--- config.mk ---
export PLATFORM = sky130hd
export DESIGN_NAME = qau_rnd_sat
export DESIGN_NICKNAME = d
export VERILOG_FILES = /design/src/rtl/qau_pkg.sv /design/src/rtl/qau_rnd_sat.sv
export SDC_FILE = /design/constraint.sdc
export NUM_CORES = 1
export LEC_CHECK = 0
export BUFFER_PORTS_ARGS = -buffer_cell sky130_fd_sc_hd__buf_2
export CAP_MARGIN = 25
export CORE_ASPECT_RATIO = 0.75
export CORE_MARGIN = 8
export CORE_UTILIZATION = 47
export DETAILED_ROUTE_END_ITERATION = 16
export PLACE_DENSITY = 0.83
export REMOVE_ABC_BUFFERS = 1
export SLEW_MARGIN = 20
export SYNTH_ARGS = -nofsm -noshare
export SYNTH_HDL_FRONTEND = slang
export SYNTH_SLANG_ARGS = --single-unit
export TNS_END_PERCENT = 100
--- constraint.sdc ---
create_clock -name vclk -period 3.4
set_clock_uncertainty 0.15 [all_clocks]
set_input_delay 0.34 -clock vclk [all_inputs]
set_output_delay 0.34 -clock vclk [all_outputs]
set_load 0.01 [all_outputs]
--- src/rtl/qau_pkg.sv ---
// Package for the quaternion arithmetic unit: word and accumulator types,
// operation codes and fixed-point constants. Depends on nothing else.
package qau_pkg;

    localparam int DW     = 32;   // word width of every operand and result
    localparam int FB     = 28;   // fraction bits (Q3.28)
    localparam int OP_W   = DW + 1;
    localparam int P_W    = 2 * OP_W;
    localparam int ACC_W  = 72;   // wide enough for every exact sum
    localparam int NPROD  = 16;
    localparam int NLANE  = 9;

    typedef logic signed [DW-1:0]    word_t;
    typedef logic signed [OP_W-1:0]  op_t;
    typedef logic signed [P_W-1:0]   prod_t;
    typedef logic signed [ACC_W-1:0] acc_t;
    typedef logic [3:0]              mode_t;
    typedef logic [1:0]              row_t;

    localparam mode_t MODE_ADD   = 4'd0;
    localparam mode_t MODE_SUB   = 4'd1;
    localparam mode_t MODE_MUL   = 4'd2;
    localparam mode_t MODE_SCALE = 4'd3;
    localparam mode_t MODE_NEG   = 4'd4;
    localparam mode_t MODE_CONJ  = 4'd5;
    localparam mode_t MODE_DOT   = 4'd6;
    localparam mode_t MODE_LENSQ = 4'd7;
    localparam mode_t MODE_ROT   = 4'd8;
    localparam mode_t MODE_MAT   = 4'd9;
    localparam mode_t MODE_LERP  = 4'd10;

    localparam row_t ROW_LAST = 2'd2;

    // Rounding bias, 1.0 in operand format and 1.0 in product format.
    localparam acc_t HALF_ACC  = acc_t'(1) <<< (FB - 1);
    localparam op_t  ONE_OP    = op_t'(1) <<< FB;
    localparam acc_t ONE_PROD  = acc_t'(1) <<< (2 * FB);

    localparam word_t WORD_MAX = {1'b0, {(DW-1){1'b1}}};
    localparam word_t WORD_MIN = {1'b1, {(DW-1){1'b0}}};

endpackage

--- src/rtl/qau_rnd_sat.sv ---
// Round-half-up (when rnd is set) and saturate one accumulator lane down to a word.
// Depends on qau_pkg.
module qau_rnd_sat
(
    input  qau_pkg::acc_t  acc,
    input  logic           rnd,
    output qau_pkg::word_t val,
    output logic           sat
);
    import qau_pkg::*;

    acc_t           biased;
    acc_t           shifted;
    logic [ACC_W-DW:0] hi;

    // Optional rounding shift, then a range check on the upper bits.
    always_comb
    begin
        biased  = acc + HALF_ACC;
        shifted = rnd ? (biased >>> FB) : acc;
        hi      = shifted[ACC_W-1:DW-1];
        if ((&hi) || !(|hi))
        begin
            val = shifted[DW-1:0];
            sat = 1'b0;
        end
        else
        begin
            val = shifted[ACC_W-1] ? WORD_MIN : WORD_MAX;
            sat = 1'b1;
        end
    end

endmodule
Yosys cells after proc, flatten, opt, wreduce, memory -nomap -nowiden:

Cells that the tools add are included.

* register bits: 0
* bits in latches: 0
* memory bits (writable): 0
* memory bits (read-only): 0
* input port bits: 73
* output and inout port bits: 33
* word-level logic and storage cells: 9
* memories: 0

* add/sub/neg operators: 1
* $mul: 0
* div/mod/pow operators: 0
* magnitude comparators: 0
* equal/unequal tests: 0
* shift-type cells: 0
* multiplexer cells: 4
* bitwise gates (word level): 0
* reductions and logical operators: 4

Operators with widths (number)
* $add A72 B29 Y72 const B: 1
* $mux W72: 1
* $mux W32: 2
* $reduce_and A41 Y1: 1
* $reduce_or A41 Y1: 1
* $logic_not A1 Y1: 1
* $logic_or A1 B1 Y1: 1
* $mux W1: 1

Depth between registers and ports, before layout:

Gate-level depths: netlist (run 1).

* word-level depth: 6
* gate-level depth with buffers: 12

Worst setup path before layout (run 1):

Ideal clock, no wire load.

* path type: input to output
* start point: input acc[32]
* end point: output val[18]
* arrival time: 2.991 ns
* data required time: 2.910 ns
* path slack: -0.081 ns
* cell stages on the path: 11
* path through: buf_2 > nand4_1 > or4b_1 > clkbuf_1 > nor4_2 > mux2_2 > o31ai_2 > nand4_1 > o21bai_1 > buf_2 > o211ai_1

* longest elaborated chain between the ends: 6
* elaborated cells between the ends (all ways): 8
* classes of those cells: add/sub (1); mux (3); reduce/logical (4)

Ends and longest elaborated chain
* from (decl): RTL line qau_rnd_sat.sv:5 `input qau_pkg::acc_t acc,`
* $add A72 B29 Y72: RTL line qau_rnd_sat.sv:19 `biased = acc + HALF_ACC;`
* $mux W72 *: RTL line qau_rnd_sat.sv:20 `shifted = rnd ? (biased >>> FB) : acc;`
* $reduce_or A41 Y1: RTL line qau_rnd_sat.sv:22 `if ((&hi) || !(|hi))`
* $logic_not A1 Y1: RTL line qau_rnd_sat.sv:22
* $logic_or A1 B1 Y1: RTL line qau_rnd_sat.sv:22
* $mux W32 *: RTL line qau_rnd_sat.sv:22
* to (decl): RTL line qau_rnd_sat.sv:7 `output qau_pkg::word_t val,`

Every way passes the cells marked *; elsewhere a longest branch is shown, timed or not.

Final worst setup path (run 1):

* start point: input acc[32]
* end point: output val[28]

Same word-level chain as after synthesis.

==> impl_metrics.ini, run 1 <==
[run_status]
status = finished with violations
violations = negative setup slack

[cells_and_area]
seqCellArea_um2 = 0
final_nets = 682
layout_common_cells = 85 x buf_2, 69 x buf_4, 67 x nand3_1
final_area_um2 = 4400
antenna_cells = 0
layout_commonest_cell = buf_2
nClkBuffers = 0
drive_gt1_share_pct = 40.9
stdcell_count = 681
design.seq.count = 0
area.growth.synth_to_final_pct = 68.4

[route]
first_iter_violations = 540
wl_mm = 14.1
viasPerCell = 6.68
antenna_left = 0
vias = 4552
drt-wirelength-per-cell_um = 20.7
first_pass_iters = 6
drcViolationCount = 0

[setup_path]
critPathLaunchType = input port
worst_path_most_repeated_cell = buf_2
critPathTopFamily = simple AND/OR/NAND/NOR gates
worstPathMaxFanout = 8
crit_slowest_cell = or4b_4
worst-endpoint-arrival_ns = 3.09
slowest_delay_ns = 0.59
cp-end-kind = output port
critPathKind = in -> out
critPathCapture = val[28]
crit_required_ns = 2.91
path_buf_inv = 6
startpoint = acc[32]
crit_cells = 14
path_cells = buf_2, nand4_1, or4b_4, buf_8, nor4_2, xor2_1, buf_4, nor3_1, nand3_1, o21bai_4, buf_6, buf_12, o211ai_1, buf_2

[timing]
fin_crit_sh_pct = 105
maxSlewHeadroom_pct = 53.8
tightest_slew_ns = 0.688
timing.final.crit_period_ns = 3.58
grt_setup_unrepaired = true
hold_viol = 0
final-setup-viol-count = 32
max_freq_mhz = 279
setup_ws_ns = -0.184
drv_slew = 0

[floorplan]
coreArea_um2 = 5350
die_area_um2 = 8230
die_h_um = 80.6
start_util_pct = 48.8
rows = 23
dieWidth_um = 102
ios = 106

[place]
place_area_um2 = 3700
post-place-ws_ns = -0.277
port_buffers = 106
hpwl_mm = 9.90
routabilityCongestion = 0.982
dpl.cell_count = 663

[pwr]
power_density_nw_per_um2 = 101
totalPowerFinal_uw = 445
peakVddDrop_mv = 0.0618
power_leakage_nw = 1.84

[global_routing]
grt.total_usage_pct = 30.5
grt_pass1_wl_mm = 20.3
antenna_found_initial = 0
grt-ovfl-total = 0
grt_pass1_vias = 4137
grt_max_degree = 41

[synth]
synth.yosys.seq_area_share_pct = 0
synthCells = 445
synth_cell_types = 55
syn_avg_cell_area_um2 = 5.87
yosys_warnings = 0
synth.cell_area_um2 = 2610

[hold_path]
holdCritPathClass = in -> out

[job]
cap_violations = 0
## worst min path at each step
| stage | from | to | slack (ns) | depth (start not counted) |
|---|---|---|---|---|
| 3_5_place_dp | acc[26] | val[26] | 0.96 | 4 |
| 6_report | acc[26] | val[26] | 0.98 | 4 |
| 2_1_floorplan | acc[71] | val[31] | 0.72 | 2 |
| 3_3_place_gp | acc[26] | val[26] | 0.96 | 4 |
| 4_1_cts | acc[26] | val[26] | 0.99 | 4 |
| 5_1_grt | acc[26] | val[26] | 1.00 | 4 |
## power by group
part	total [mW]	leakage, nW	switching (mW)	internal (mW)
Combinational	0.445	1.84	0.244	0.202
Clock	0	0	0	0
Sequential	0	0	0	0
## Yosys cell counts, types with 5 or more instances
library cell | instances | area [µm²]
nor3_1 | 6 | 30.0
clkbuf_1 | 22 | 82.6
inv_1 | 5 | 18.8
nand4_1 | 51 | 319
nand3_1 | 79 | 395
a21oi_1 | 32 | 160
nand2_1 | 23 | 86.3
and2_1 | 25 | 156
o211ai_1 | 6 | 45.0
and4_1 | 7 | 61.3
xnor2_1 | 18 | 158
buf_2 | 13 | 65.1
and3_1 | 11 | 68.8
nor4_1 | 17 | 106
xor2_1 | 20 | 175
nor2_1 | 50 | 188
## cells by family (layout without fill, tap and decap cells)
family | count (synthesis) | after routing | share of synthesized area [%]
multiplexers | 5 | 5 | 2.01
XOR/XNOR | 38 | 38 | 12.7
AO/OA/AOI/OAI | 61 | 61 | 14.9
AND/OR/NAND/NOR | 293 | 293 | 62.1
buffers and inverters | 47 | 208 | 7.75
adder cells (fa/ha/maj) | 1 | 1 | 0.479
## per-stage QoR
| stage | setup TNS [ns] | hold WS (ns) | util, % |
|---|---|---|---|
| after global routing | -5.87 | 1.00 | 82.2 |
| after global placement | -7.38 | 0.960 | 69.2 |
| after CTS | -1.04 | 0.990 | 76.7 |
| final | -4.12 | 0.985 | 82.2 |
| after floorplan | -56.28 | 0.718 | - |
| after detailed placement | -6.09 | 0.959 | 69.2 |
## timing repair
action,in CTS,in global routing
buffers inserted,9,10
hold buffers,0,0
setup endpoints to repair,32,32
pin swaps,7,14
resized for setup,49,50
gates cloned,2,0
## cell type report
cell class	instances	area (µm²)
well taps	75	93.8
repair buffers	203	1580
inverters	5	18.8
multi-input cells	398	2710
fillers	346	952
## layer usage
metal	global-route usage [%]	part of all wire, %	vias up
li1	-	-	2004
met1	38.8	39	2080
met2	50.6	45	398
met3	6.56	13	70
met4	8.18	3.2	0
met5	0	0	-
No activity file was read; power rests on OpenSTA's default activity.
==> inputs of run 2 (changes only) <==
--- a/config.mk
+++ b/config.mk
@@ -11,7 +11,7 @@
 export CORE_MARGIN = 8
 export CORE_UTILIZATION = 47
 export DETAILED_ROUTE_END_ITERATION = 16
-export PLACE_DENSITY = 0.83
+export PLACE_DENSITY = 0.85
 export REMOVE_ABC_BUFFERS = 1
 export SLEW_MARGIN = 20
 export SYNTH_ARGS = -nofsm -noshare
==> run 2 against run 1 <==
- the run still ends with negative setup slack left
- non-clock buffer count decreased by 2
- sequential share of layout area unchanged
- power decreased by 5.7%
- global-route usage decreased by 0.55 points
- largest cell class unchanged
==> impl_metrics.ini, run 2 (synthesis results as in run 1) <==
[run_status]
status = finished with violations
violations = negative setup slack

[cells_and_area]
stdcell_count = 679
design.seq.count = 0
final_nets = 680
antenna_cells = 0
final_area_um2 = 4170
layout_common_cells = 94 x buf_2, 81 x buf_4, 72 x nand3_1
drive_gt1_share_pct = 40.2
nFillCells = 384
layout_commonest_cell = buf_2
area.growth.synth_to_final_pct = 59.6
nClkBuffers = 0
seqCellArea_um2 = 0

[job]
cap_violations = 0

[route]
drt-wirelength-per-cell_um = 20.5
first_iter_violations = 681
vias = 4613
drcViolationCount = 0
antenna_left = 0
wl_mm = 13.9
first_pass_iters = 5
viasPerCell = 6.79

[setup_path]
crit_required_ns = 2.91
path_cells = buf_4, and4_4, or4b_4, buf_8, o21ai_0, nand3_4, nor3_1, nand3_1, o21bai_4, buf_4, nand3_1, buf_2
worst-endpoint-arrival_ns = 2.98
path_buf_inv = 4
slowest_delay_ns = 0.51
critPathTopFamily = simple AND/OR/NAND/NOR gates
critPathKind = in -> out
worstPathMaxFanout = 9
cp-end-kind = output port
critPathLaunchType = input port
crit_slowest_cell = or4b_4

[floorplan]
die_h_um = 80.6
die_area_um2 = 8230
rows = 23
dieWidth_um = 102
ios = 106
start_util_pct = 48.8
coreArea_um2 = 5350

[timing]
max_freq_mhz = 288
setup_ws_ns = -0.0710
tightest_slew_ns = 0.630
timing.final.crit_period_ns = 3.47
fin_crit_sh_pct = 102
hold_viol = 0
finalSetupTns_ns = -1.05
maxSlewHeadroom_pct = 57.6
grt_setup_unrepaired = true
drv_slew = 0
final-setup-viol-count = 29

[global_routing]
grt_pass1_wl_mm = 20.3
grt.total_usage_pct = 30.0
grt_max_degree = 53
grt_pass1_vias = 4122
antenna_found_initial = 0
grt-ovfl-total = 0

[place]
place_area_um2 = 3590
port_buffers = 106
dpl.cell_count = 653
hpwl_mm = 9.78
routabilityCongestion = 1.05

[pwr]
peakVddDrop_mv = 0.0545
power_leakage_nw = 1.76
power_density_nw_per_um2 = 101

[hold_path]
holdCritPathClass = in -> out
[run 2: cell count changes in the layout (fill, tap and decap cells not counted), sizes merged]
cell | previous run | this run
buf | 202 | 200
[run 2: metal layers]
| layer | GRT usage (%) | routed length, µm | vias to the layer above |
|---|---|---|---|
| li1 | - | - | 1994 |
| met1 | 38.3 | 5190 | 2070 |
| met5 | 0 | 0 | - |
| met2 | 47.4 | 5980 | 459 |
| met3 | 6.99 | 2050 | 90 |
| met4 | 11.5 | 708 | 0 |
[run 2: final timing paths]
kind	end	startpoint	cells past startpoint
worst max-delay path	val[11]	acc[42]	12
worst min-delay path	val[26]	acc[26]	4
[run 2: cell type report]
type | count | area, µm² | area share [%]
multi-input combinational | 398 | 2660 | 63.7
timing repair buffer | 201 | 1400 | 33.6
inverter | 5 | 18.8 | 0.450
tap | 75 | 93.8 | 2.25
[run 2: per-stage QoR]
step | hold WS (ns) | total power, mW | setup slack [ns] | utilization (%)
after CTS | 0.944 | 0.365 | 0.00220 | 70.9
after floorplan | 0.718 | 0.152 | -1.81 | -
after global placement | 0.944 | 0.346 | -0.178 | 67.1
final | 0.931 | 0.420 | -0.0710 | 77.9
after global routing | 0.969 | 0.445 | -0.152 | 77.9
after detailed placement | 0.943 | 0.352 | -0.182 | 67.1
[run 2: what timing repair did]
item	CTS	global route
cloned	3	3
setup endpoints to repair	31	32
hold buffers	0	0
buffers inserted	8	12
gates resized for setup	26	55
pin swaps	11	27
[run 2: power breakdown]
| part | leakage (nW) | internal [mW] | switching (mW) |
|---|---|---|---|
| clock | 0 | 0 | 0 |
| combinational | 1.76 | 0.181 | 0.239 |
| sequential | 0 | 0 | 0 |
| total | 1.76 | 0.181 | 0.239 |
